`src/rtl/core/hall_sector_speed_estimator_top_defines.svh`:
```
// assertion macros for the files that check the block
`ifndef HALL_SECTOR_SPEED_ESTIMATOR_TOP_DEFINES_SVH
`define HALL_SECTOR_SPEED_ESTIMATOR_TOP_DEFINES_SVH

// checked at every edge, reset included
`define HSSE_ASSERT_CLK(label, clk, prop, msg) \
    label: assert property (@(posedge clk) prop) else $error(msg);

// checked only while out of reset
`define HSSE_ASSERT_RST(label, clk, rstn, prop, msg) \
    label: assert property (@(posedge clk) disable iff (!rstn) prop) else $error(msg);

`endif

```
`src/rtl/core/hsse_pkg.sv`:
```
`timescale 1ns / 1ps

package hsse_pkg;

    // capture width and operand width of the shared multiplier
    localparam int CAPTURE_BITS       = 32;
    localparam int CAPTURE_FIELD_BITS = 32;
    localparam int MUL_BITS           = 32;
    localparam int WEIGHT_BITS        = MUL_BITS + 3;
    localparam int SUM_BITS           = 2 * MUL_BITS + 2;
    localparam int PROD_BITS          = 63;
    localparam int DEN_BITS           = SUM_BITS + 3;
    localparam int QUO_BITS           = 32;

    // register widths
    localparam int CLK_BITS    = 28;
    localparam int MAXSP_BITS  = 31;
    localparam int MINSQ_BITS  = 64;
    localparam int CFG_IDX_BITS = 2;
    localparam int CFG_DATA_BITS = 64;

    // stream widths
    localparam int IN_USER_BITS  = 2;
    localparam int IN_DATA_BITS  = 3 * CAPTURE_FIELD_BITS;
    localparam int OUT_DATA_BITS = 40;

    localparam int QUEUE_DEPTH = 2;
    localparam int QPTR_BITS   = $clog2(QUEUE_DEPTH);
    localparam int QCNT_BITS   = $clog2(QUEUE_DEPTH + 1);

    // register indexes
    localparam logic [CFG_IDX_BITS-1:0] REG_TIMER_CLOCK = 2'd0;
    localparam logic [CFG_IDX_BITS-1:0] REG_MAX_SPEED   = 2'd1;
    localparam logic [CFG_IDX_BITS-1:0] REG_MIN_SQUARE  = 2'd2;

    localparam logic [CLK_BITS-1:0]   RESET_TIMER_CLOCK = 28'd84000000;
    localparam logic [MAXSP_BITS-1:0] RESET_MAX_SPEED   = 31'd13107200;
    localparam logic [MINSQ_BITS-1:0] RESET_MIN_SQUARE  = 64'd141120000000;

    typedef enum logic [1:0] {
        CMD_EDGE_A = 2'd0,
        CMD_EDGE_B = 2'd1,
        CMD_EDGE_C = 2'd2,
        CMD_CLEAR  = 2'd3
    } cmd_t;

    typedef logic [1:0] sector_t;

    localparam sector_t SECTOR_A = 2'd0;
    localparam sector_t SECTOR_C = 2'd2;

    typedef struct packed {
        logic [CLK_BITS-1:0]   timer_clock_hz;
        logic [MAXSP_BITS-1:0] max_speed;
        logic [MINSQ_BITS-1:0] min_square_sum;
    } cfg_t;

    // one classified request on its way to the back end
    typedef struct packed {
        cmd_t                    cmd;
        logic                    dir;
        sector_t                 sector;
        logic [CAPTURE_BITS-1:0] c1;
        logic [CAPTURE_BITS-1:0] c2;
        logic [CAPTURE_BITS-1:0] c3;
    } job_t;

endpackage

```
`src/rtl/core/hsse_queue.sv`:
```
`timescale 1ns / 1ps

module hsse_queue
    import hsse_pkg::*;
(
    input  logic aclk,
    input  logic aresetn,
    input  logic push_valid,
    output logic push_ready,
    input  job_t push_job,
    output logic pop_valid,
    input  logic pop_ready,
    output job_t pop_job
);

    job_t                 entry_reg [QUEUE_DEPTH];
    logic [QPTR_BITS-1:0] wr_ptr_reg, rd_ptr_reg;
    logic [QCNT_BITS-1:0] count_reg;
    logic                 do_push, do_pop;

    assign push_ready = (count_reg != QCNT_BITS'(QUEUE_DEPTH));
    assign pop_valid  = (count_reg != '0);
    assign pop_job    = entry_reg[rd_ptr_reg];
    assign do_push    = push_valid && push_ready;
    assign do_pop     = pop_valid && pop_ready;

    always_ff @(posedge aclk) begin
        if (do_push) begin
            entry_reg[wr_ptr_reg] <= push_job;
        end
    end

    always_ff @(posedge aclk) begin
        if (!aresetn) begin
            wr_ptr_reg <= '0;
            rd_ptr_reg <= '0;
            count_reg  <= '0;
        end else begin
            if (do_push) begin
                wr_ptr_reg <= (wr_ptr_reg == QPTR_BITS'(QUEUE_DEPTH - 1)) ?
                              '0 : QPTR_BITS'(wr_ptr_reg + 1'b1);
            end
            if (do_pop) begin
                rd_ptr_reg <= (rd_ptr_reg == QPTR_BITS'(QUEUE_DEPTH - 1)) ?
                              '0 : QPTR_BITS'(rd_ptr_reg + 1'b1);
            end
            if (do_push && !do_pop) begin
                count_reg <= QCNT_BITS'(count_reg + 1'b1);
            end else if (do_pop && !do_push) begin
                count_reg <= QCNT_BITS'(count_reg - 1'b1);
            end
        end
    end

endmodule

```
`config.mk`:
```
export PLATFORM = sky130hd
export DESIGN_NAME = hsse_queue
export DESIGN_NICKNAME = d
export VERILOG_FILES = /design/src/rtl/core/hall_sector_speed_estimator_top_defines.svh /design/src/rtl/core/hsse_pkg.sv /design/src/rtl/core/hsse_queue.sv
export SDC_FILE = /design/constraint.sdc
export NUM_CORES = 1
export LEC_CHECK = 0
export CORE_ASPECT_RATIO = 1.2
export CORE_MARGIN = 2
export CORE_UTILIZATION = 62
export CTS_CLUSTER_SIZE = 25
export DETAILED_ROUTE_END_ITERATION = 10
export DONT_BUFFER_PORTS = 1
export PLACE_DENSITY = 0.88
export SLEW_MARGIN = 15
export SYNTH_ARGS = -nofsm -noshare
export SYNTH_HDL_FRONTEND = slang
export SYNTH_SLANG_ARGS = --single-unit
```
`constraint.sdc`:
```
create_clock -name aclk -period 3.8 [get_ports aclk]
set_input_delay 0.19 -clock aclk [delete_from_list [all_inputs] [get_ports aclk]]
set_output_delay 0.19 -clock aclk [all_outputs]
set_load 0.01 [all_outputs]
```
==> results of run 1 <==
cell usage after synthesis:
cell type    n  area [sq um]
o21ai_0      1          5.00
mux2_2     101          1140
a21boi_0     1          7.51
or2_2        1          6.26
buf_4        1          7.51
dfxtp_1      5           100
ha_1         1          12.5
and2_1       4          25.0
o21ai_1      1          5.00
edfxtp_1   202          6070
nand3b_1     1          7.51
nand2b_4     1          13.8
a21boi_1     1          7.51
or3_1        1          6.26
a21bo_2      1          10.0
xnor2_1      2          17.5
buf_6        9           101
and3_1       1          6.26
buf_2        1          5.00
xor2_1       1          8.76
inv_1        1          3.75
area by class of cell:
cell class / count / share of cell area [%]
multi-input cells: 119 / 13.8
repair buffers: 107 / 11.7
flip-flops and latches: 207 / 66.4
clock inverters: 7 / 0.633
inverters: 1 / 0.0673
clock buffers: 23 / 5.28
well taps: 161 / 2.17
how the worst min path moves through the flow:
stage | end | from | slack [ps]
2_1_floorplan | entry_reg[0][0] | push_job[0] | 290
3_3_place_gp | entry_reg[0][42] | push_job[42] | 290
3_5_place_dp | entry_reg[0][53] | push_job[53] | 290
4_1_cts | register | pop_ready | 100
5_1_grt | rd_ptr_reg | pop_ready | 150
6_report | register | pop_ready | 130
critical path, stage by stage, from the launching register on:
cell     delay [ps]
dfxtp_4         770
buf_4           510
mux2_2          440
power by group through the flow:
stage               registers (uW)  clock network, uW  logic (uW)
CTS                           3000               1740        1180
detailed placement            3050                  0        1070
global route                  3040               1830        1240
global placement              3020                  0        1030
finish                        3010               1710        1180
floorplan                     2970                  0         986
routing by layer:
layer,track usage (%),vias to the layer above,routed length [um]
li1,-,1568,-
met1,24.6,1803,5070
met2,41.6,171,8300
met3,5.11,35,884
met4,8.78,0,495
met5,0,-,0
per-stage QoR:
stage	cells	setup WS [ps]
after CTS	625	1360
after global placement	492	1840
final	625	1380
after global routing	625	1260
after floorplan	338	369
after detailed placement	492	1760
cells by family (layout without fill, tap and decap cells):
logic type,after synthesis,in the layout
flops,207,207
simple gates,9,9
compound gates,5,5
fa+ha+maj,1,1
buf+inv,12,138
xor+xnor,3,3
mux,101,101
==> impl_metrics.tcl, run 1 <==
set metrics [dict create \
    muxShareOfSynthArea_pct 15.0 \
    multi_input_area_sq_um 1280 \
    drv_cap 0 \
    largest_register_ffs 202 \
    via_per_inst 5.72 \
    ios 208 \
    status "finished clean" \
    power_frac_clock_pct 29.0 \
    syn_avg_cell_area_sq_um 22.4 \
    setup_viol 0 \
    start_util_pct 63.0 \
    hold_slack_ps 133 \
    drc 0 \
    final_common_cell "edfxtp_1" \
    clock_latency_ps 480 \
    period_needed_ps 2420 \
    first_pass_iters 4 \
    post_drt_wl_per_cell_um 23.6 \
    grt_setup_unrepaired "false" \
    gp_congestion 0.726 \
    synth_seq_cells 207 \
    antenna_found_initial 0 \
    fmaxAchievable_ghz 0.413 \
    synth-xor-area-share_pct 0.348 \
    ys_types 21 \
    clkSinkCount 207 \
    hold_viol 0 \
    syn-num-nets 444 \
    yosys_warnings 0 \
    cp_data_arrival_time_ps 2230 \
    p_comb_share_pct 20.0 \
    utilization_pct 77.4 \
    tightest_slew_ps 742 \
    placed_area_sq_um 7710 \
    synth-compound-area-share_pct 0.463 \
    seq_power_share_pct 51.0 \
    grt_start_max_net_pins 56 \
    cp-end-kind "primary output" \
    area_growth_pct 22.9 \
    power.total_uw 5900 \
    nFillCells 653 \
    tns_ps 0 \
    setup.worst_path.end "pop_job[67]" \
    syn_inst 338 \
    cp_max_fo 48 \
    leakagePower_uw 0.00308 \
    cts_buffers 19 \
    die_y_um 125 \
    start_kind "register" \
    fp-row-count 44 \
    synth_top_family_by_area "multiplexers" \
    ctsHoldBuffers 103 \
    wl_um 14800 \
    grt_pass1_vias 3887 \
    dieWidth_um 105 \
    reg2regPathDepth 3 \
    design_area_sq_um 9290 \
    core_sq_um 12000 \
    grt_overflow_total 0 \
    post_cts_resized 0 \
    vias 3577 \
    fin_nets 561 \
    die_area_sq_um 13100 \
    p_sw_uw 1550 \
    layout-drive-gt1-share_pct 28.7 \
    synth-simple-area-share_pct 0.861 \
    root_buffer "clkbuf_16" \
    synthesis.area_sq_um 7560 \
    ys_seq_area_share_pct 81.6 \
    hold_depth 3 \
    regArea_sq_um 6170 \
    grt_pass1_wl_um 22300 \
    drt-initial-drc-count 231 \
    post_cts_buffers 0 \
    h-tree-depth 1 \
    holdCritPathClass "primary input to register" \
    layout_common_cells "edfxtp_1, dlygate4sd3_1, mux2_2" \
    ant_nets 0 \
    diodes 0 \
    clk_pin_slew_ps 60 \
    port_buffers 0 \
    r2r_start "count_reg[0]" \
    power_per_cell_area_nw_per_um2 635 \
    finalClockSkew_ps 27.4 \
    power_switching_share_pct 26.3 \
    required_ps 3610 \
    slew_viol_final 0 \
    internal_power_uw 4350 \
    period_share_pct 63.7 \
    dp_hpwl_um 8400 \
    r2r_end "entry_reg[1][38]" \
    regToRegSetupSlack_ps 1700 \
    cts_tree "yes" \
    critPathKind "register to primary output" \
    grtUsageTotal_pct 22.4 \
    irDropWorstVdd_v 0.000515 \
    synthAdderAreaFrac_pct 0.166 \
    slew_headroom_pct 50.5 \
    clockBufferDepth 3 \
]
No activity file was read; power rests on OpenSTA's default activity.
==> inputs of run 2 (changes only) <==
Settings changed: ABC_AREA set to 1, CORE_UTILIZATION 62 to 57, PLACE_DENSITY 0.88 to 0.85.
Clock period 3.8 ns to 2.21 ns, I/O delays scaled along.
==> run 2 against run 1 <==
  * Die area up 14%
  * Via count up 1.1%
  * Critical endpoint is now pop_job[96]
  * Final area rose by 5.3%
  * Synthesized cell count grew 3.8%
  * Critical path depth is the same
  * Worst setup slack worse by 1100 ps
  * Critical path type unchanged
==> impl_metrics.tcl, run 2 <==
set metrics [dict create \
    grt_setup_unrepaired "false" \
    cts_tree "yes" \
    hold_viol 0 \
    grt.busiest_layer "met2" \
    critPathKind "register to primary output" \
    start_kind "register" \
    layout-drive-gt1-share_pct 29.0 \
    use_met3_pct 4.78 \
    reg2regPathDepth 5 \
    nFillCells 837 \
    grt_start_max_net_pins 99 \
    tns_ps 0 \
    wl_um 14400 \
    ant_nets 0 \
    crit_family "flip-flops" \
    required_ps 2100 \
    grtUsageTotal_pct 18.7 \
    clk_pin_slew_ps 70 \
    yosys_warnings 0 \
    holdCritPathClass "primary input to register" \
    regToRegSetupSlack_ps 550 \
    ys_async_sr_fraction_pct 0 \
    slew_viol_final 0 \
    clkSinkCount 207 \
    fin_nets 578 \
    status "finished clean" \
    syn-num-nets 457 \
    clock_latency_ps 480 \
    hold-path-endpoint "entry_reg[1][25]" \
    period_share_pct 89.6 \
    setup_viol 0 \
    met2_usage_pct 34.5 \
    die_area_sq_um 15000 \
    ios 208 \
    cp_max_fo 29 \
    tightest_slew_ps 548 \
    finalClockSkew_ps 12.9 \
    slew_headroom_pct 63.5 \
    syn_inst 351 \
    gp_congestion 0.757 \
    vias 3617 \
    h-tree-depth 1 \
    largest_register_ffs 202 \
    slowest_delay_ps 700 \
    grt_pass1_vias 4005 \
    die_y_um 134 \
    port_buffers 0 \
    r2r_start "count_reg[0]" \
    min-delay-start "push_job[25]" \
    synth_edf_count 202 \
    leakagePower_uw 0.00349 \
    dieWidth_um 112 \
    clockBufferDepth 3 \
    crit_chain "buf_12 > mux2_2" \
    cp_data_arrival_time_ps 1870 \
    fp-row-count 47 \
    drv_cap 0 \
    crit_cells 2 \
    fmaxAchievable_ghz 0.505 \
    hold_depth 1 \
    worst-path-buf-inv 1 \
    synth_common_cells "edfxtp_1, mux2_4, mux2_2" \
    ys_types 16 \
    via_per_inst 5.51 \
    final_common_cell "edfxtp_1" \
    use_met1_pct 20.3 \
    placed_area_sq_um 8150 \
    root_buffer "clkbuf_16" \
    drt-initial-drc-count 189 \
    yosys.area.top_type "edfxtp_1" \
    power_per_cell_area_nw_per_um2 1090 \
    power.total_uw 10700 \
    grt_pass1_wl_um 21700 \
    grt_overflow_total 0 \
    core_sq_um 13800 \
    dp_hpwl_um 8420 \
    first_pass_iters 4 \
    r2r_end "entry_reg[1][0]" \
    cts_buffers 20 \
    period_needed_ps 1980 \
    diodes 0 \
    synth_seq_cells 207 \
    drc 0 \
    synthesis.area_sq_um 7980 \
    irDropWorstVdd_v 0.000893 \
    synth.area.top_cells "edfxtp_1, mux2_4, buf_12, mux2_2, dfxtp_1" \
    post_drt_wl_per_cell_um 21.9 \
    area_growth_pct 22.7 \
    synth.top_cell.area_share_pct 76.0 \
    design_area_sq_um 9790 \
    layout_common_cells "edfxtp_1, dlygate4sd3_1, mux2_4" \
    synth.most_common_cell "edfxtp_1" \
    start_util_pct 58.0 \
    ys_seq_area_share_pct 77.3 \
    slowest_stage "dfxtp_4" \
    syn_avg_cell_area_sq_um 22.7 \
    cp-end-kind "primary output" \
    ys.flop_type "edfxtp_1" \
    antenna_found_initial 0 \
]
[run 2: timing repair]
item,4_1_cts,5_1_grt
hold buffers,104,0
hold endpoints to repair,213,0
resized for setup,0,0
setup buffers,0,0
[run 2: per-stage QoR]
stage / std cells / setup slack [ps] / utilization, % / hold WS (ps)
5_1_grt: 657 / 145 / 71.1 / 273
4_1_cts: 657 / 204 / 71.1 / 267
6_report: 657 / 230 / 71.1 / 279
2_1_floorplan: 351 / -252 / - / 209
3_5_place_dp: 517 / 579 / 59.2 / 209
3_3_place_gp: 517 / 654 / 59.2 / 209
[run 2: how the worst max path moves through the flow]
| stage | from | endpoint | slack (ps) |
|---|---|---|---|
| after floorplan | count_reg[0] | entry_reg[0][0] | -250 |
| after global placement | count_reg[0] | entry_reg[1][8] | 650 |
| after detailed placement | count_reg[0] | entry_reg[1][9] | 580 |
| after CTS | register | pop_job[96] | 200 |
| after global routing | register | pop_job[96] | 140 |
| final | register | pop_job[96] | 230 |
[run 2: worst register-to-register path, cell delays in order (launching register included)]
cell	delay (ps)
dfxtp_2	360
inv_2	80
nand2_4	100
nand2_4	80
nor2_4	170
buf_12	470
[run 2: where the power goes]
group          total, uW  internal, uW  switching [uW]
logic               2390          1130            1260
registers           5200          4960             237
clock network       3090          1750            1340
total              10700          7840            2830
[run 2: final cells by class]
cell class	count	area (sq um)	share of cell area (%)
Inverter	8	30.0	0.307
Clock buffer	26	544	5.56
Sequential cell	207	6170	63.0
Multi-Input combinational cell	125	1620	16.5
Clock inverter	10	53.8	0.550
Timing Repair Buffer	110	1160	11.9
Tap cell	171	214	2.19
[run 2: metal layers]
metal / share of wire, % / wire length, um / vias up
li1: - / - / 1609
met1: 35 / 5060 / 1819
met2: 55 / 7900 / 151
met3: 6.5 / 933 / 38
met4: 3.6 / 518 / 0
met5: 0 / 0 / -
[run 2: kinds of logic after synthesis]
family	Yosys count	synth area share, %
buffers and inverters	19	2.84
adder cells (fa/ha/maj)	1	0.157
AO/OA/AOI/OAI	4	0.282
multiplexers	101	18.5
AND/OR/NAND/NOR	19	0.941
flip-flops	207	77.3
