## src/rtl/core/hall_sector_speed_estimator_top_defines.svh

```systemverilog
// assertion macros for the files that check the block
`ifndef HALL_SECTOR_SPEED_ESTIMATOR_TOP_DEFINES_SVH
`define HALL_SECTOR_SPEED_ESTIMATOR_TOP_DEFINES_SVH

// checked at every edge, reset included
`define HSSE_ASSERT_CLK(label, clk, prop, msg) \
    label: assert property (@(posedge clk) prop) else $error(msg);

// checked only while out of reset
`define HSSE_ASSERT_RST(label, clk, rstn, prop, msg) \
    label: assert property (@(posedge clk) disable iff (!rstn) prop) else $error(msg);

`endif

```

## src/rtl/core/hsse_pkg.sv

```systemverilog
`timescale 1ns / 1ps

package hsse_pkg;

    // capture width and operand width of the shared multiplier
    localparam int CAPTURE_BITS       = 32;
    localparam int CAPTURE_FIELD_BITS = 32;
    localparam int MUL_BITS           = 32;
    localparam int WEIGHT_BITS        = MUL_BITS + 3;
    localparam int SUM_BITS           = 2 * MUL_BITS + 2;
    localparam int PROD_BITS          = 63;
    localparam int DEN_BITS           = SUM_BITS + 3;
    localparam int QUO_BITS           = 32;

    // register widths
    localparam int CLK_BITS    = 28;
    localparam int MAXSP_BITS  = 31;
    localparam int MINSQ_BITS  = 64;
    localparam int CFG_IDX_BITS = 2;
    localparam int CFG_DATA_BITS = 64;

    // stream widths
    localparam int IN_USER_BITS  = 2;
    localparam int IN_DATA_BITS  = 3 * CAPTURE_FIELD_BITS;
    localparam int OUT_DATA_BITS = 40;

    localparam int QUEUE_DEPTH = 2;
    localparam int QPTR_BITS   = $clog2(QUEUE_DEPTH);
    localparam int QCNT_BITS   = $clog2(QUEUE_DEPTH + 1);

    // register indexes
    localparam logic [CFG_IDX_BITS-1:0] REG_TIMER_CLOCK = 2'd0;
    localparam logic [CFG_IDX_BITS-1:0] REG_MAX_SPEED   = 2'd1;
    localparam logic [CFG_IDX_BITS-1:0] REG_MIN_SQUARE  = 2'd2;

    localparam logic [CLK_BITS-1:0]   RESET_TIMER_CLOCK = 28'd84000000;
    localparam logic [MAXSP_BITS-1:0] RESET_MAX_SPEED   = 31'd13107200;
    localparam logic [MINSQ_BITS-1:0] RESET_MIN_SQUARE  = 64'd141120000000;

    typedef enum logic [1:0] {
        CMD_EDGE_A = 2'd0,
        CMD_EDGE_B = 2'd1,
        CMD_EDGE_C = 2'd2,
        CMD_CLEAR  = 2'd3
    } cmd_t;

    typedef logic [1:0] sector_t;

    localparam sector_t SECTOR_A = 2'd0;
    localparam sector_t SECTOR_C = 2'd2;

    typedef struct packed {
        logic [CLK_BITS-1:0]   timer_clock_hz;
        logic [MAXSP_BITS-1:0] max_speed;
        logic [MINSQ_BITS-1:0] min_square_sum;
    } cfg_t;

    // one classified request on its way to the back end
    typedef struct packed {
        cmd_t                    cmd;
        logic                    dir;
        sector_t                 sector;
        logic [CAPTURE_BITS-1:0] c1;
        logic [CAPTURE_BITS-1:0] c2;
        logic [CAPTURE_BITS-1:0] c3;
    } job_t;

endpackage

```

## src/rtl/core/hsse_back.sv

```systemverilog
`timescale 1ns / 1ps

module hsse_back
    import hsse_pkg::*;
(
    input  logic                     aclk,
    input  logic                     aresetn,
    input  cfg_t                     cfg,
    input  logic                     job_valid,
    output logic                     job_ready,
    input  job_t                     job,
    output logic                     m_tvalid,
    input  logic                     m_tready,
    output logic [OUT_DATA_BITS-1:0] m_tdata
);

    typedef enum logic [2:0] {
        ST_IDLE,
        ST_MUL,
        ST_PREP,
        ST_CHECK,
        ST_DIV
    } state_t;

    state_t                 state_reg, state_next;
    logic [2:0]             step_reg, step_next;
    logic [MUL_BITS-1:0]    c1_reg, c1_next, c2_reg, c2_next, c3_reg, c3_next;
    logic [WEIGHT_BITS-1:0] w_reg, w_next;
    logic [2*MUL_BITS-1:0]  prod_reg, prod_next;
    logic [SUM_BITS-1:0]    sum_reg, sum_next;
    logic [PROD_BITS-1:0]   pacc_reg, pacc_next;
    logic [DEN_BITS-1:0]    den_reg, den_next, rem_reg, rem_next;
    logic [QUO_BITS-1:0]    low_reg, low_next, quo_reg, quo_next;
    logic [4:0]             cnt_reg, cnt_next;
    logic                   jdir_reg, jdir_next;
    sector_t                jsec_reg, jsec_next;
    logic [31:0]            speed_reg, speed_next;
    logic                   out_valid_reg, out_valid_next;
    logic [31:0]            out_speed_reg, out_speed_next;
    logic                   out_dir_reg, out_dir_next;
    sector_t                out_sec_reg, out_sec_next;

    logic [MUL_BITS-1:0]    mul_a, mul_b;
    logic [2*MUL_BITS-1:0]  mul_prod;
    logic [DEN_BITS:0]      trial;
    logic [QUO_BITS-1:0]    quo_new;
    logic                   fin;
    logic [31:0]            fin_mag, fin_speed, max32;

    assign max32     = {1'b0, cfg.max_speed};
    assign job_ready = (state_reg == ST_IDLE) && (!out_valid_reg || m_tready);
    assign m_tvalid  = out_valid_reg;
    assign m_tdata   = {5'd0, out_sec_reg, out_dir_reg, out_speed_reg};

    // shared multiplier operand select
    always_comb begin
        mul_a = '0;
        mul_b = '0;
        case (step_reg)
            3'd0: begin mul_a = c1_reg; mul_b = c1_reg; end
            3'd1: begin mul_a = c2_reg; mul_b = c2_reg; end
            3'd2: begin mul_a = c3_reg; mul_b = c3_reg; end
            3'd3: begin
                mul_a = MUL_BITS'(cfg.timer_clock_hz);
                mul_b = w_reg[MUL_BITS-1:0];
            end
            3'd4: begin
                mul_a = MUL_BITS'(cfg.timer_clock_hz);
                mul_b = MUL_BITS'(w_reg[WEIGHT_BITS-1:MUL_BITS]);
            end
            default: begin mul_a = '0; mul_b = '0; end
        endcase
    end

    assign mul_prod = mul_a * mul_b;

    always_comb begin
        state_next     = state_reg;
        step_next      = step_reg;
        c1_next        = c1_reg;
        c2_next        = c2_reg;
        c3_next        = c3_reg;
        w_next         = w_reg;
        prod_next      = prod_reg;
        sum_next       = sum_reg;
        pacc_next      = pacc_reg;
        den_next       = den_reg;
        rem_next       = rem_reg;
        low_next       = low_reg;
        quo_next       = quo_reg;
        cnt_next       = cnt_reg;
        jdir_next      = jdir_reg;
        jsec_next      = jsec_reg;
        speed_next     = speed_reg;
        out_valid_next = out_valid_reg;
        out_speed_next = out_speed_reg;
        out_dir_next   = out_dir_reg;
        out_sec_next   = out_sec_reg;
        trial          = '0;
        quo_new        = quo_reg;
        fin            = 1'b0;
        fin_mag        = '0;
        fin_speed      = '0;

        if (out_valid_reg && m_tready) begin
            out_valid_next = 1'b0;
        end

        unique case (state_reg)
            ST_IDLE: begin
                if (job_valid && job_ready) begin
                    jdir_next = job.dir;
                    jsec_next = job.sector;
                    unique case (job.cmd)
                        CMD_EDGE_A: begin
                            c1_next   = MUL_BITS'(job.c1);
                            c2_next   = MUL_BITS'(job.c2);
                            c3_next   = MUL_BITS'(job.c3);
                            w_next    = WEIGHT_BITS'(job.c1)
                                      + (WEIGHT_BITS'(job.c2) << 1)
                                      + (WEIGHT_BITS'(job.c3) << 1)
                                      + WEIGHT_BITS'(job.c3);
                            step_next  = 3'd0;
                            state_next = ST_MUL;
                        end
                        CMD_CLEAR: begin
                            speed_next     = '0;
                            out_speed_next = '0;
                            out_dir_next   = job.dir;
                            out_sec_next   = job.sector;
                            out_valid_next = 1'b1;
                        end
                        default: begin
                            // edges on B or C keep the speed
                            out_speed_next = speed_reg;
                            out_dir_next   = job.dir;
                            out_sec_next   = job.sector;
                            out_valid_next = 1'b1;
                        end
                    endcase
                end
            end
            ST_MUL: begin
                prod_next = mul_prod;
                step_next = 3'(step_reg + 1'b1);
                case (step_reg)
                    3'd1: sum_next = SUM_BITS'(prod_reg);
                    3'd2, 3'd3: sum_next = sum_reg + SUM_BITS'(prod_reg);
                    3'd4: pacc_next = prod_reg[PROD_BITS-1:0];
                    3'd5: begin
                        pacc_next  = pacc_reg + {prod_reg[PROD_BITS-MUL_BITS-1:0],
                                                 {MUL_BITS{1'b0}}};
                        state_next = ST_PREP;
                    end
                    default: ;
                endcase
            end
            ST_PREP: begin
                // six times the square sum
                den_next = {2'b00, sum_reg, 1'b0} + {1'b0, sum_reg, 2'b00};
                if (sum_reg[SUM_BITS-1:MINSQ_BITS] == '0 &&
                    sum_reg[MINSQ_BITS-1:0] <= cfg.min_square_sum) begin
                    fin     = 1'b1;
                    fin_mag = max32;
                end else begin
                    state_next = ST_CHECK;
                end
            end
            ST_CHECK: begin
                // quotient of 2^32 or more saturates
                if (DEN_BITS'(pacc_reg[PROD_BITS-1:16]) >= den_reg) begin
                    fin     = 1'b1;
                    fin_mag = max32;
                end else begin
                    rem_next   = DEN_BITS'(pacc_reg[PROD_BITS-1:16]);
                    low_next   = {pacc_reg[15:0], 16'd0};
                    quo_next   = '0;
                    cnt_next   = '0;
                    state_next = ST_DIV;
                end
            end
            ST_DIV: begin
                trial = {rem_reg, low_reg[QUO_BITS-1]};
                if (trial >= {1'b0, den_reg}) begin
                    rem_next = DEN_BITS'(trial - {1'b0, den_reg});
                    quo_new  = {quo_reg[QUO_BITS-2:0], 1'b1};
                end else begin
                    rem_next = trial[DEN_BITS-1:0];
                    quo_new  = {quo_reg[QUO_BITS-2:0], 1'b0};
                end
                quo_next = quo_new;
                low_next = {low_reg[QUO_BITS-2:0], 1'b0};
                cnt_next = 5'(cnt_reg + 1'b1);
                if (cnt_reg == 5'd31) begin
                    fin     = 1'b1;
                    fin_mag = (quo_new > max32) ? max32 : quo_new;
                end
            end
            default: state_next = ST_IDLE;
        endcase

        if (fin) begin
            fin_speed      = jdir_reg ? 32'(32'd0 - fin_mag) : fin_mag;
            speed_next     = fin_speed;
            out_speed_next = fin_speed;
            out_dir_next   = jdir_reg;
            out_sec_next   = jsec_reg;
            out_valid_next = 1'b1;
            state_next     = ST_IDLE;
        end
    end

    always_ff @(posedge aclk) begin
        if (!aresetn) begin
            state_reg     <= ST_IDLE;
            step_reg      <= '0;
            cnt_reg       <= '0;
            speed_reg     <= '0;
            out_valid_reg <= 1'b0;
        end else begin
            state_reg     <= state_next;
            step_reg      <= step_next;
            cnt_reg       <= cnt_next;
            speed_reg     <= speed_next;
            out_valid_reg <= out_valid_next;
        end
        c1_reg        <= c1_next;
        c2_reg        <= c2_next;
        c3_reg        <= c3_next;
        w_reg         <= w_next;
        prod_reg      <= prod_next;
        sum_reg       <= sum_next;
        pacc_reg      <= pacc_next;
        den_reg       <= den_next;
        rem_reg       <= rem_next;
        low_reg       <= low_next;
        quo_reg       <= quo_next;
        jdir_reg      <= jdir_next;
        jsec_reg      <= jsec_next;
        out_speed_reg <= out_speed_next;
        out_dir_reg   <= out_dir_next;
        out_sec_reg   <= out_sec_next;
    end

endmodule

```

## config.mk

```make
export PLATFORM = sky130hd
export DESIGN_NAME = hsse_back
export DESIGN_NICKNAME = d
export VERILOG_FILES = /design/src/rtl/core/hall_sector_speed_estimator_top_defines.svh /design/src/rtl/core/hsse_pkg.sv /design/src/rtl/core/hsse_back.sv
export SDC_FILE = /design/constraint.sdc
export NUM_CORES = 2
export LEC_CHECK = 0
export ABC_AREA = 1
export BUFFER_PORTS_ARGS = -buffer_cell sky130_fd_sc_hd__buf_2
export CORE_UTILIZATION = 48
export CTS_CLUSTER_SIZE = 10
export DETAILED_ROUTE_END_ITERATION = 10
export GPL_TIMING_DRIVEN = 0
export SYNTH_ARGS = -nofsm -noshare
export SYNTH_HDL_FRONTEND = slang
export SYNTH_SLANG_ARGS = --single-unit
```

## constraint.sdc

```tcl
create_clock -name aclk -period 19.1 [get_ports aclk]
set_input_delay 1.91 -clock aclk [delete_from_list [all_inputs] [get_ports aclk]]
set_output_delay 1.91 -clock aclk [all_outputs]
set_load 0.1 [all_outputs]
```

==> summary.md <==
| Metric | Value |
|---|---|
| # DRC | 0 |
| Critical-path top delay cell | nor4_1 |
| WP data required | 19.50 ns |
| HPWL after DPL | 256,900 um |
| Routed wire length | 304,300 um |
| Clock buffer depth | 3 |
| Status | finished, violations left |
| Area leader, netlist | fa_1 |
| Synth top area cells | fa_1 25%, edfxtp_1 21%, ha_1 11%, inv_1 8.8%, nand2_1 8.1% |
| Post-synth top area share | 25.11% |
| Cell area after synthesis | slightly below 0.08 mm^2 |
| Arr. time, crit path | around 14 ns |
| Post-Synth XOR/XNOR Area | 3.225% |
| Clk sink count | between 500 and 600 |
| Cts repair resizes | 0 |
| Dominant combinational cell family by area after synthesis | adder cells |
| Port Buffers | about 260 |
| Die height | between 400 and 500 um |
| CP max FO | 10 |
| NumNets Final | about 12,000 |
| Top Ports | 270 |
| Share of layout cells above drive strength 1 | approximately 5.4% |
| Fillcell total | 15,379 |
| Number of iterations in the first detailed-routing pass | 6 |
| Cells after DPL | between 10,000 and 15,000 |
| Worst slew pin tran | 1.657 ns |
| H-tree Lvls | 3 |
| Compound-Gate Fraction of Synth Area | 10.61% |
| Total grt overflow | 0 |
| Path category of the worst min-delay check | reg2reg |
| Synth unique cells | 66 |
| Mean Syn Cell Area | approximately 8.2 um^2 |
| Hold Slack | between 0.4 and 0.5 ns |
| CORE AREA | ~0.16 mm^2 |
| Area share of fa/ha/maj cells after synthesis | between 30% and 40% |
| Cell count after synthesis | between 9,000 and 10,000 |
| Max-Cap Viols | 7 |
| Main synth FF type | edfxtp_1 |
| Cell mode on critical path | fa_1 |
| Layout area overhead | 8.999% |
| Fraction of registers with async set/reset | 0% |
| Setup total negative slack | 0 ns |
| Setup Buffers After CTS | 0 |
| Fin. max-slew vios | 35 |
| CTS buffer count | 77 |
| CP endpoint kind | flop |
| Post-synth EDFFs | 546 |
| Post-CTS Hold Buffers | 0 |
| Post-synthesis simple-gate area fraction | 17.17% |
| GRT Util Overall | between 30% and 40% |
| WHS Path Cells | 2 |
| FF+latch count, synth | 590 |
| Initial core utilization | around 48% |
| Skew-Pair Late Insertion Delay | 0.69 ns |
| Reg clk slew, reported paths | about 0.060 ns |
| Critical path depth in cells | 30 |
| Syn. warnings | 0 |
| Largest net degree at the start of global routing | 91 |
| Critical path type | reg2reg |
| Post-synthesis mux area share | 0% |
| Worst path bufs/invs | 9 |
| Final GP Congestion | about 1.1 |
| Root buf cell | clkbuf_16 |
| Vias after detailed routing | ~67,000 |
| Drt wl/cell | 25.64 um |
| Avg Vias per Cell | 5.623 |
| Antenna Violating Nets Remaining | 0 |
| Final cell count without fillers | between 10,000 and 15,000 |
| Minimum clock period | 13.29 ns |
| Number of global-route vias before repair | slightly below 70,000 |
| Die X | around 400 um |
| Final Hold Vio Count | 0 |
| Achievable frequency | between 0.07 and 0.08 GHz |
| Critical Path Start Type | flop |
| First-pass GRT wire length | about 440,000 um |
| Crit path largest cell delay | around 1.4 ns |
| Die ar. | ~0.16 mm^2 |
| Number of flip-flops in the largest register | just under 70 |
| Final setup fails | 0 |
| Cell Rows | 146 |
| Failing checks | capacitance limit, slew limit |
| Initial antenna violation count | 7 |
| CP top delay family | adder cells |
| CTS tree | done |
| Unrepaired setup endpoints after global routing | false |
| Sequential share of the synthesized area | between 20% and 30% |
| Iter 0 DRT Violations | ~5,700 |
| Part of the cycle the worst path needs | around 70% |
| Relative slew slack | -11.51% |
| Reg2reg path depth | 30 |
| Worst clock skew | between 0.03 and 0.04 ns |
-- final cells by class --
| class | instances | area [um^2] | share of cell area [%] |
|---|---|---|---|
| clock inverters | 27 | 302.8 | 0.3614 |
| clock buffers | 102 | 2091 | 2.496 |
| inverters | 1841 | 6918 | 8.258 |
| flip-flops and latches | 590 | 17280 | 20.62 |
| repair buffers | 297 | 1805 | 2.155 |
| plain buffers | 256 | 1074 | 1.281 |
| well taps | 2072 | 2592 | 3.095 |
| diodes | 4 | 10.01 | 0.01195 |
| multi-input cells | 6682 | 51700 | 61.72 |
-- worst reg2reg max path: cells and delay by family, from the launching register on --
kind                     cells  cell delay, ns
AND/OR/NAND/NOR              8            4.08
buffers and inverters        9            2.46
AO/OA/AOI/OAI                2            1.22
flip-flops                   1            0.39
adder cells (fa/ha/maj)     10            4.72
XOR/XNOR                     1            0.11
-- layout by cell type (no fill, tap or decap), drive strengths merged, types with 6 or more instances in the layout --
master   count
nand4       42
nor3        46
o31ai        9
or2         19
a21o        28
fa         964
o21bai      24
a32o        12
nor2      1245
a31oi      157
clkinv      45
a21oi      681
a221oi       6
nand3      244
xnor2      123
nand2     1676
nor4        23
o2111ai      8
edfxtp     546
xor2       160
a211oi       7
o21ai      376
ha         677
nand3b       8
o211ai      42
inv       1820
o21a        47
buf        340
dfxtp       44
a21boi      18
clkbuf     315
-- logic make-up after synthesis --
group           count (synthesis)
buf+inv                      2097
compound gates               1445
fa+ha+maj                    1641
simple gates                 3308
other cells                     1
flops                         590
xor+xnor                      283
-- per-layer routing --
metal | global-route usage (%) | vias up | share of wire [%]
met2 | 61.47 | 2835 | 46
met5 | 0 | - | 0.011
met3 | 6.061 | 765 | 7.2
li1 | - | 30472 | -
met1 | 45.79 | 32674 | 39
met4 | 24.84 | 4 | 7.9
-- final timing paths --
check / start / end / slack (ns)
max: step_reg[1] / prod_reg[53] / 5.81
min: speed_reg[2] / speed_reg[2] / 0.46
max reg2reg: step_reg[1] / prod_reg[53] / 5.81
min reg2reg: speed_reg[2] / speed_reg[2] / 0.46
-- cell usage after synthesis (all sizes together) (5+ instances only) --
cell     number
o21a         47
nand4        42
o31ai         9
a21boi       18
nor3         46
a22o          5
xnor2       123
ha          677
o311ai        5
a221oi        6
nand3b        8
buf          43
a211oi        7
nand2      1676
a21oi       681
dfxtp        44
o21bai       24
a21o         28
o21ai       376
fa          964
nand3       244
clkbuf      213
nor2       1245
clkinv       25
o211ai       42
a32o         12
a31oi       157
nor4         23
edfxtp      546
o2111ai       8
inv        1816
xor2        160
or2          19
-- metrics by stage --
stage	setup WS [ns]	util [%]	cell area (um^2)
floorplan	2.546	-	76870
global placement	-3.286	50.89	80790
finish	5.814	52.77	83770
global route	5.814	52.77	83770
detailed placement	6.216	51.26	81370
CTS	6.161	52.77	83760
Power is left out: the tool's default activity adds up to more than one toggle a clock period on the data nets, which glitch-free logic cannot reach.
