[src/rtl/core/hall_sector_speed_estimator_top_defines.svh]
// assertion macros for the files that check the block
`ifndef HALL_SECTOR_SPEED_ESTIMATOR_TOP_DEFINES_SVH
`define HALL_SECTOR_SPEED_ESTIMATOR_TOP_DEFINES_SVH

// checked at every edge, reset included
`define HSSE_ASSERT_CLK(label, clk, prop, msg) \
    label: assert property (@(posedge clk) prop) else $error(msg);

// checked only while out of reset
`define HSSE_ASSERT_RST(label, clk, rstn, prop, msg) \
    label: assert property (@(posedge clk) disable iff (!rstn) prop) else $error(msg);

`endif

[src/rtl/core/hsse_pkg.sv]
`timescale 1ns / 1ps

package hsse_pkg;

    // capture width and operand width of the shared multiplier
    localparam int CAPTURE_BITS       = 32;
    localparam int CAPTURE_FIELD_BITS = 32;
    localparam int MUL_BITS           = 32;
    localparam int WEIGHT_BITS        = MUL_BITS + 3;
    localparam int SUM_BITS           = 2 * MUL_BITS + 2;
    localparam int PROD_BITS          = 63;
    localparam int DEN_BITS           = SUM_BITS + 3;
    localparam int QUO_BITS           = 32;

    // register widths
    localparam int CLK_BITS    = 28;
    localparam int MAXSP_BITS  = 31;
    localparam int MINSQ_BITS  = 64;
    localparam int CFG_IDX_BITS = 2;
    localparam int CFG_DATA_BITS = 64;

    // stream widths
    localparam int IN_USER_BITS  = 2;
    localparam int IN_DATA_BITS  = 3 * CAPTURE_FIELD_BITS;
    localparam int OUT_DATA_BITS = 40;

    localparam int QUEUE_DEPTH = 2;
    localparam int QPTR_BITS   = $clog2(QUEUE_DEPTH);
    localparam int QCNT_BITS   = $clog2(QUEUE_DEPTH + 1);

    // register indexes
    localparam logic [CFG_IDX_BITS-1:0] REG_TIMER_CLOCK = 2'd0;
    localparam logic [CFG_IDX_BITS-1:0] REG_MAX_SPEED   = 2'd1;
    localparam logic [CFG_IDX_BITS-1:0] REG_MIN_SQUARE  = 2'd2;

    localparam logic [CLK_BITS-1:0]   RESET_TIMER_CLOCK = 28'd84000000;
    localparam logic [MAXSP_BITS-1:0] RESET_MAX_SPEED   = 31'd13107200;
    localparam logic [MINSQ_BITS-1:0] RESET_MIN_SQUARE  = 64'd141120000000;

    typedef enum logic [1:0] {
        CMD_EDGE_A = 2'd0,
        CMD_EDGE_B = 2'd1,
        CMD_EDGE_C = 2'd2,
        CMD_CLEAR  = 2'd3
    } cmd_t;

    typedef logic [1:0] sector_t;

    localparam sector_t SECTOR_A = 2'd0;
    localparam sector_t SECTOR_C = 2'd2;

    typedef struct packed {
        logic [CLK_BITS-1:0]   timer_clock_hz;
        logic [MAXSP_BITS-1:0] max_speed;
        logic [MINSQ_BITS-1:0] min_square_sum;
    } cfg_t;

    // one classified request on its way to the back end
    typedef struct packed {
        cmd_t                    cmd;
        logic                    dir;
        sector_t                 sector;
        logic [CAPTURE_BITS-1:0] c1;
        logic [CAPTURE_BITS-1:0] c2;
        logic [CAPTURE_BITS-1:0] c3;
    } job_t;

endpackage

[src/rtl/core/hsse_front.sv]
`timescale 1ns / 1ps

module hsse_front
    import hsse_pkg::*;
(
    input  logic                    aclk,
    input  logic                    aresetn,
    input  logic                    s_tvalid,
    output logic                    s_tready,
    input  logic [IN_USER_BITS-1:0] s_tuser,
    input  logic [IN_DATA_BITS-1:0] s_tdata,
    output logic                    push_valid,
    input  logic                    push_ready,
    output job_t                    push_job
);

    sector_t sector_reg, sector_next;
    logic    dir_reg, dir_next;
    cmd_t    cmd;
    sector_t prev;
    logic [CAPTURE_BITS-1:0] cap_a, cap_b, cap_c;

    assign cmd   = cmd_t'(s_tuser);
    assign cap_a = s_tdata[CAPTURE_BITS-1:0];
    assign cap_b = s_tdata[CAPTURE_FIELD_BITS+CAPTURE_BITS-1:CAPTURE_FIELD_BITS];
    assign cap_c = s_tdata[2*CAPTURE_FIELD_BITS+CAPTURE_BITS-1:2*CAPTURE_FIELD_BITS];

    assign s_tready   = push_ready;
    assign push_valid = s_tvalid;

    // cyclic predecessor of the sector being entered
    assign prev = (cmd == CMD_EDGE_A) ? SECTOR_C : sector_t'(s_tuser - 2'd1);

    always_comb begin
        sector_next = sector_reg;
        dir_next    = dir_reg;
        if (cmd != CMD_CLEAR) begin
            dir_next    = (sector_reg != prev);
            sector_next = sector_t'(s_tuser);
        end
        push_job.cmd    = cmd;
        push_job.dir    = dir_next;
        push_job.sector = sector_next;
        // reverse swaps the first two counts
        push_job.c1     = dir_next ? cap_b : cap_a;
        push_job.c2     = dir_next ? cap_a : cap_b;
        push_job.c3     = cap_c;
    end

    always_ff @(posedge aclk) begin
        if (!aresetn) begin
            sector_reg <= SECTOR_A;
            dir_reg    <= 1'b0;
        end else if (s_tvalid && s_tready) begin
            sector_reg <= sector_next;
            dir_reg    <= dir_next;
        end
    end

endmodule

[config.mk]
export PLATFORM = sky130hd
export DESIGN_NAME = hsse_front
export DESIGN_NICKNAME = d
export VERILOG_FILES = /design/src/rtl/core/hall_sector_speed_estimator_top_defines.svh /design/src/rtl/core/hsse_pkg.sv /design/src/rtl/core/hsse_front.sv
export SDC_FILE = /design/constraint.sdc
export NUM_CORES = 1
export LEC_CHECK = 0
export ABC_AREA = 0
export BUFFER_PORTS_ARGS = -buffer_cell sky130_fd_sc_hd__clkbuf_2
export CAP_MARGIN = 20
export CORE_AREA = 4 4 78 80
export DETAILED_ROUTE_END_ITERATION = 8
export DIE_AREA = 0 0 82 84
export GPL_TIMING_DRIVEN = 0
export PLACE_DENSITY_LB_ADDON = 0.3
export REMOVE_ABC_BUFFERS = 1
export SLEW_MARGIN = 20
export SYNTH_ARGS = -nofsm -noshare
export SYNTH_HDL_FRONTEND = slang
export SYNTH_SLANG_ARGS = --single-unit
[constraint.sdc]
create_clock -name aclk -period 4.5 [get_ports aclk]
set_clock_uncertainty 0.15 [all_clocks]
set_input_delay 0.9 -clock aclk [delete_from_list [all_inputs] [get_ports aclk]]
set_output_delay 0.9 -clock aclk [all_outputs]
set_load 0.02 [all_outputs]
==> flow_summary.toml, run 1 <==
[status]
outcome = "finished clean"

[detailed_routing]
finalWirelength_um = 5096
avgViaCountPerCell = 4.448
dr.pass1.iters = 4
vias = 1370
remaining_antenna_violation_count_after_routing = 0
initialDrtViolationCount = 19
detail_route.drc_violations = 0
wl_per_instance_um = 16.55

[cts]
ctsHtreeMaxLevel = 1
cts_buffers = 3
worstSkewPairLatency_ps = 210
ctsRootBufferMaster = "clkbuf_8"
clock_tree_from_tritoncts = "built"
hold_buffers = 0
post_cts.repair.setup_buffers = 0
path_clk_slew_ps = 30
buffers_from_clock_root_to_sink_at_most = 2
post_cts_resize_count = 0
clock_sink_count = 3

[worst_hold_path]
whs_path_depth = 2
timing.hold.worst.class = "flip-flop to flip-flop"
timing.hold.worst_endpoint = "sector_reg[1]"
min_from = "sector_reg[1]"

[final_layout]
fin_util_pct = 33.82
antennaDiodeCount = 0
flip_flop_count_of_the_largest_register_all_copies_and_words_added = 2
layout-drive-gt1-share_pct = 70.34
area.growth.synth_to_final_pct = 43.09
nNetsFinal = 341

[sta]
hold_viol_final = 0
unrepaired_setup_endpoints_after_global_routing = "false"
max_clock_freq_mhz = 252.1
period_minus_slack_ps = 3967
number_of_setup_violations_in_the_final_report = 0
tns_ps = 0
post-route-period-util_pct = 88.16
whs_ps = 393.0
timing.slew.headroom_pct = 57.83
final-max-slew-violation-count = 0
worst_slew_pin_slew_ps = 632.5

[grt]
antenna_found_initial = 0
maximum_number_of_pins_on_one_net_before_global_route_repair = 18
gr_overflow_total = 0
first_global_vias = 1338
grt_first_pass_wirelength_um = 6927
grtUsageTotal_pct = 13.44

[floorplanning]
placementRows = 27
floorplan.die.width_um = 82
design.die.area_um2 = 6888
die_span_in_y_um = 84
floorplan.core_area_um2 = 5405
floorplan.io_pins = 205
initial_standard_cell_utilization_of_the_core_pct = 23.63

[synthesis]
synth-seq-area-share_pct = 4.701
synth.top_cells.by_area = "mux2_1 (43%), buf_4 (22%), mux2_2 (15%)"
synth_seq_cells = 3
postSynth.topFlopCell = "dfxtp_1"
synth_top_area_cell = "mux2_1"
async_reset_ff_share_pct = 0
synth-edff-count = 0
syn-cell-area_um2 = 1277
postSynthCellCount = 132
synthMostInstantiatedCell = "mux2_1"
synth_top_cells_by_count = "mux2_1 (49), buf_4 (38), mux2_2 (17), buf_6 (5)"
netlist-cell-type-count = 18
netlist.area_leader.share_pct = 43.19
synth_warnings = 0
postSynthAreaPerCell_um2 = 9.678

[worst_setup_path]
worstRegToRegCells = 3
worstReg2RegStart = "sector_reg[1]"
crit_fanout = 17
reg2reg_to = "dir_reg"
startpoint_type = "input pin"
regToRegSetupSlack_ps = 3090
critical_path_required_ps = 3450
critical_path.endpoint_type = "primary output"
crit_arrival_ps = 2920
criticalPathCategory = "input pin to primary output"

[power_and_ir_drop]
fin_total_pwr_uw = 471.9
max-vdd-ir-drop_uv = 209.9
p_leak_nw = 0.9879
power.density_nw_per_um2 = 258.1

[place]
place.detailed.hpwl_um = 4712
io_buffers = 140
routabilityCongestion = 0.6615

[job]
max_cap_viol_count = 0
-- critical path, cell delays in order --
cell and delay, ps:
clkbuf_2 120, inv_1 50, ha_1 290, xor2_1 180, o31ai_4 590, buf_6 280
mux2_2 360, clkbuf_2 160
-- placed cells by master, fill, tap and decap left out --
master,count
a21oi_1,2
buf_6,2
buf_8,2
clkbuf_1,1
clkbuf_2,140
clkbuf_8,3
dfxtp_1,3
ha_1,2
inv_1,3
mux2_1,49
mux2_2,17
nand2_1,1
nand2b_1,1
nor2_1,2
nor3_1,2
o21bai_1,1
o311a_1,1
o31ai_4,1
or2_2,1
xor2_1,2
-- metal layers --
metal  track usage, %  share of wire [%]
met1            15.92                 41
met2            18.15                 36
met3            12.63                 22
met4                0                  0
met5            8.333               0.90
-- metrics by stage --
stage / std cells / setup WS, ps / instance area, µm²
floorplan: 88 / -1517 / 930.9
global placement: 300 / -2694 / 1722
detailed placement: 304 / 502.7 / 1783
CTS: 308 / 500.5 / 1828
global route: 308 / 404.9 / 1828
finish: 308 / 533.0 / 1828
-- worst max path at each step --
stage	from	to	slack, ps	cells after the start
6_report	s_tuser[0]	push_job[61]	530	8
3_3_place_gp	s_tuser[0]	push_job[61]	-2690	7
5_1_grt	s_tuser[0]	push_job[36]	400	8
3_5_place_dp	s_tuser[0]	push_job[61]	500	8
2_1_floorplan	s_tuser[0]	push_job[57]	-1520	5
4_1_cts	s_tuser[0]	push_job[61]	500	8
-- power breakdown --
group          internal (mW)  switching (mW)
sequential            0.0287         0.00128
combinational          0.156           0.209
clock                 0.0603          0.0165
total                  0.245           0.226
-- kinds of logic after synthesis --
| kind of cell | after synthesis | share of synthesized area [%] |
|---|---|---|
| AO/OA/AOI/OAI | 5 | 3.134 |
| buffers and inverters | 47 | 28.01 |
| XOR/XNOR | 2 | 1.371 |
| AND/OR/NAND/NOR | 7 | 2.645 |
| flip-flops | 3 | 4.701 |
| multiplexers | 66 | 58.18 |
| adder cells (fa/ha/maj) | 2 | 1.959 |
-- area by class of cell --
class	instances	area, µm²
clock buffer	4	45.04
inverter	3	11.26
sequential	3	60.06
timing repair buffer	144	753.2
fill	560	3577
multi-input combinational	82	868.3
tap	72	90.09
Note: power is estimated with default switching activity, not from simulation.
==> run 2, diff against run 1 <==
--- a/config.mk
+++ b/config.mk
@@ -12,7 +12,7 @@
 export DETAILED_ROUTE_END_ITERATION = 8
 export DIE_AREA = 0 0 82 84
 export GPL_TIMING_DRIVEN = 0
-export PLACE_DENSITY_LB_ADDON = 0.3
+export PLACE_DENSITY = 0.69
 export REMOVE_ABC_BUFFERS = 1
 export SLEW_MARGIN = 20
 export SYNTH_ARGS = -nofsm -noshare
==> flow_summary.toml, run 2 (same netlist as run 1, synthesis figures left out) <==
[grt]
maximum_number_of_pins_on_one_net_before_global_route_repair = 19
grtUsageTotal_pct = 15.90
gr_overflow_total = 0
grt_first_pass_wirelength_um = 7686
first_global_vias = 1393
antenna_found_initial = 2

[power_and_ir_drop]
fin_total_pwr_uw = 473.5
power.density_nw_per_um2 = 261.2
p_leak_nw = 0.9806
max-vdd-ir-drop_uv = 176.6

[detailed_routing]
initialDrtViolationCount = 34
wl_per_instance_um = 19.80
dr.pass1.iters = 3
remaining_antenna_violation_count_after_routing = 0
topRoutingLayerUsed = "met5"
dr_wl_met2_um = 2877
finalWirelength_um = 6079
detail_route.drc_violations = 0
vias = 1420
routed-wl-met3_um = 1037
avgViaCountPerCell = 4.625
wl_met1_um = 1899

[status]
outcome = "finished clean"

[worst_hold_path]
min_from = "sector_reg[0]"
whs_path_depth = 2
timing.hold.worst_endpoint = "sector_reg[0]"
timing.hold.worst.class = "flip-flop to flip-flop"

[final_layout]
antennaDiodeCount = 0
area.growth.synth_to_final_pct = 41.92
layout-drive-gt1-share_pct = 70.21
layout.cells.most_common = "clkbuf_2"
layout.cell_area.non_filler_um2 = 1813
filler_cell_count = 573
flip_flop_count_of_the_largest_register_all_copies_and_words_added = 2
nNetsFinal = 340
finalNonFillerCells = 307
layout_common_cells = "clkbuf_2 (140), mux2_1 (49), mux2_2 (17)"

[sta]
timing.slew.headroom_pct = 48.94
unrepaired_setup_endpoints_after_global_routing = "false"
number_of_setup_violations_in_the_final_report = 0
worst_slew_pin_slew_ps = 765.9
post-route-period-util_pct = 90.73
pnr_worst_setup_slack_ps = 417.3
max_clock_freq_mhz = 244.9
final-max-slew-violation-count = 0
period_minus_slack_ps = 4083
hold_viol_final = 0
tns_ps = 0

[worst_setup_path]
worstReg2RegStart = "sector_reg[1]"
worst_path_most_repeated_cell = "clkbuf_2"
crit_arrival_ps = 3030
worstRegToRegCells = 3
crit_path_cell_trace = "clkbuf_2 > inv_1 > ha_1 > xor2_1 > o31ai_4 > buf_6 > mux2_1 > clkbuf_2"
crit_path_top_delay_cell = "o31ai_4"
critPathMaxStageDelay_ps = 680
reg2reg_to = "dir_reg"
critical_path_required_ps = 3450
startpoint_type = "input pin"
crit_fanout = 18
regToRegSetupSlack_ps = 3090
critical_path.endpoint_type = "primary output"
criticalPathCategory = "input pin to primary output"

[cts]
ctsRootBufferMaster = "clkbuf_8"
clock_tree_from_tritoncts = "built"
clock_sink_count = 3
cts_buffers = 3
post_cts.repair.setup_buffers = 0
buffers_from_clock_root_to_sink_at_most = 2
hold_buffers = 0
ctsHtreeMaxLevel = 1
path_clk_slew_ps = 30
post_cts_resize_count = 0
worstSkewPairLatency_ps = 220

[place]
io_buffers = 140
routabilityCongestion = 0.7237
placed_area_um2 = 1768
place.detailed.hpwl_um = 5589
post-place-cells = 303
place_worst_setup_slack_ps = 351.9

[floorplanning]
floorplan.core_area_um2 = 5405
initial_standard_cell_utilization_of_the_core_pct = 23.63
placementRows = 27
die_span_in_y_um = 84
floorplan.die.width_um = 82
floorplan.io_pins = 205
design.die.area_um2 = 6888

[job]
max_cap_viol_count = 0
## run 2: changes by cell type in the layout (fill, tap and decap cells not counted)
cell,change
buf_8,-1
## run 2: area by class of cell
type | count | area, µm² | area share [%]
Multi-Input combinational cell | 82 | 868.3 | 47.90
Timing Repair Buffer | 143 | 738.2 | 40.72
Tap cell | 72 | 90.09 | 4.969
Sequential cell | 3 | 60.06 | 3.313
Clock buffer | 4 | 45.04 | 2.484
Inverter | 3 | 11.26 | 0.6211
## run 2: through the flow
| step | util [%] | hold WS [ps] |
|---|---|---|
| after floorplan | - | 359.4 |
| after global placement | 31.85 | 381.4 |
| after detailed placement | 32.71 | 390.0 |
| after CTS | 33.54 | 397.9 |
| after global routing | 33.54 | 424.5 |
| final | 33.54 | 393.4 |
## run 2: worst max path at each step
stage                     slack, ps  depth (start not counted)       start            to
after global routing            230                          8  s_tuser[0]  push_job[43]
final                           420                          8  s_tuser[0]  push_job[43]
after CTS                       360                          8  s_tuser[0]  push_job[43]
after detailed placement        350                          8  s_tuser[0]  push_job[43]
after floorplan               -1520                          5  s_tuser[0]  push_job[57]
after global placement        -2610                          7  s_tuser[0]  push_job[60]
## run 2: worst max-delay path: cells and delay by family
kind,cells,cell delay [ps]
compound gates,1,680
mux,1,350
xor+xnor,1,170
buf+inv,4,630
fa+ha+maj,1,290
## run 2: power by group
group	switching, mW	total, mW	internal (mW)
Sequential	0.00135	0.0300	0.0286
Combinational	0.210	0.363	0.153
Clock	0.0196	0.0802	0.0606
Total	0.231	0.474	0.242
## run 2: metal layers
metal | track usage, % | vias to the layer above
met5 | 8.333 | -
met2 | 28.58 | 124
met3 | 11.56 | 12
met1 | 12.15 | 639
li1 | - | 639
met4 | 6.042 | 6
==> run 3, diff against run 2 <==
--- a/config.mk
+++ b/config.mk
@@ -8,11 +8,11 @@
 export ABC_AREA = 0
 export BUFFER_PORTS_ARGS = -buffer_cell sky130_fd_sc_hd__clkbuf_2
 export CAP_MARGIN = 20
-export CORE_AREA = 4 4 78 80
+export CORE_MARGIN = 4
+export CORE_UTILIZATION = 25
 export DETAILED_ROUTE_END_ITERATION = 8
-export DIE_AREA = 0 0 82 84
 export GPL_TIMING_DRIVEN = 0
-export PLACE_DENSITY = 0.69
+export PLACE_DENSITY = 0.73
 export REMOVE_ABC_BUFFERS = 1
 export SLEW_MARGIN = 20
 export SYNTH_ARGS = -nofsm -noshare
==> flow_summary.toml, run 3 (same netlist as run 1, synthesis figures left out) <==
[power_and_ir_drop]
internal-power_uw = 245.6
combinationalPowerShare_pct = 77.3
max-vdd-ir-drop_uv = 172.2
switching_share_of_power_pct = 48.07
power.sequential.fraction_pct = 6.3
p_leak_nw = 0.9879
clock_share_of_power_pct = 16.3
power.density_nw_per_um2 = 259.6
power.net_switching_uw = 227.3

[place]
place_worst_setup_slack_ps = 557.9
routabilityCongestion = 0.7477
io_buffers = 140
place.detailed.hpwl_um = 4404
post-place-cells = 299

[floorplanning]
design.die.area_um2 = 6318
floorplan.io_pins = 205
placementRows = 25
floorplan.core_area_um2 = 4848
floorplan.die.width_um = 79.49
die_span_in_y_um = 79.49
initial_standard_cell_utilization_of_the_core_pct = 26.35

[grt]
gr_overflow_total = 0
grt_first_pass_wirelength_um = 7369
first_global_vias = 1470
gr-max-usage-layer = "met2"
grtUsageMet1_pct = 13.53
antenna_found_initial = 0
maximum_number_of_pins_on_one_net_before_global_route_repair = 19
grtUsageTotal_pct = 14.85
groute.layer.met3.usage_pct = 16.59
grt_use_met2_pct = 22.70

[sta]
whs_ps = 385.8
number_of_setup_violations_in_the_final_report = 0
pnr_worst_setup_slack_ps = 582.8
hold_viol_final = 0
period_minus_slack_ps = 3917
tns_ps = 0
worst_slew_pin_slew_ps = 339.3
timing.slew.headroom_pct = 77.38
max_clock_freq_mhz = 255.3
post-route-period-util_pct = 87.05
unrepaired_setup_endpoints_after_global_routing = "false"
final-max-slew-violation-count = 0

[worst_setup_path]
crit_fanout = 18
reg2reg_to = "dir_reg"
worstReg2RegStart = "sector_reg[1]"
critical_path.endpoint_type = "primary output"
startpoint_type = "input pin"
criticalPathCategory = "input pin to primary output"
worst_setup_path_startpoint = "s_tuser[0]"
critical_path.endpoint = "push_job[51]"
regToRegSetupSlack_ps = 3090
worstRegToRegCells = 3
critical_path_required_ps = 3450
crit_arrival_ps = 2870

[worst_hold_path]
whs_path_depth = 2
timing.hold.worst.class = "flip-flop to flip-flop"

[cts]
clock_sink_count = 3
buffers_from_clock_root_to_sink_at_most = 2
hold_buffers = 0
cts_buffers = 3
path_clk_slew_ps = 30
ctsHtreeMaxLevel = 1
worstSkewPairLatency_ps = 210
post_cts_resize_count = 0
clock_tree_from_tritoncts = "built"
post_cts.repair.setup_buffers = 0
ctsRootBufferMaster = "clkbuf_8"

[detailed_routing]
remaining_antenna_violation_count_after_routing = 0
wl_per_instance_um = 16.42
finalWirelength_um = 4976
detail_route.drc_violations = 0
dr.pass1.iters = 4
avgViaCountPerCell = 4.611
initialDrtViolationCount = 21
vias = 1397

[final_layout]
layout-drive-gt1-share_pct = 70.34
layout.cells.most_common = "clkbuf_2"
layout_common_cells = "clkbuf_2 (140), mux2_1 (49), mux2_2 (17)"
nNetsFinal = 341
finalNonFillerCells = 303
fin_util_pct = 37.57
flip_flop_count_of_the_largest_register_all_copies_and_words_added = 2
antennaDiodeCount = 0
area.growth.synth_to_final_pct = 42.61

[job]
max_cap_viol_count = 0

[status]
outcome = "finished clean"
==> run 3: routing by layer <==
metal	wire, µm	vias to the layer above
met4	10	2
met5	30	-
met3	1240	6
met2	2099	139
met1	1594	613
li1	-	637
==> run 3: per-stage QoR <==
step                      area, µm²  power (mW)
after floorplan               930.9      0.2612
after global placement         1715      0.3857
after detailed placement       1777      0.3994
after CTS                      1822      0.4798
after global routing           1822      0.5075
final                          1822      0.4729
==> run 3: area by class of cell <==
cell class                 count  area (µm²)
fill                         503        3027
inverter                       3       11.26
timing repair buffer         144       753.2
clock buffer                   4       45.04
sequential                     3       60.06
multi-input combinational     82       868.3
tap                           67       83.83
==> run 3: power groups by stage <==
stage | combinational, mW | sequential (mW) | clock, mW
2_1_floorplan | 0.231 | 0.0299 | 0
3_3_place_gp | 0.355 | 0.0303 | 0
3_5_place_dp | 0.369 | 0.0303 | 0
4_1_cts | 0.371 | 0.0300 | 0.0791
5_1_grt | 0.395 | 0.0303 | 0.0821
6_report | 0.366 | 0.0300 | 0.0773
==> run 3: worst min-delay path by stage <==
stage | start | end | slack, ps
after floorplan | sector_reg[0] | sector_reg[0] | 360
after global placement | sector_reg[0] | sector_reg[0] | 390
after detailed placement | sector_reg[0] | sector_reg[0] | 390
after CTS | sector_reg[0] | sector_reg[0] | 390
after global routing | sector_reg[0] | sector_reg[0] | 430
final | sector_reg[0] | sector_reg[0] | 390
==> run 3: critical path: stages <==
cell and delay (ps):
clkbuf_2 110, inv_1 50, ha_1 290, xor2_1 180, o31ai_4 360, buf_6 240, buf_6 210, mux2_1 350
clkbuf_2 160
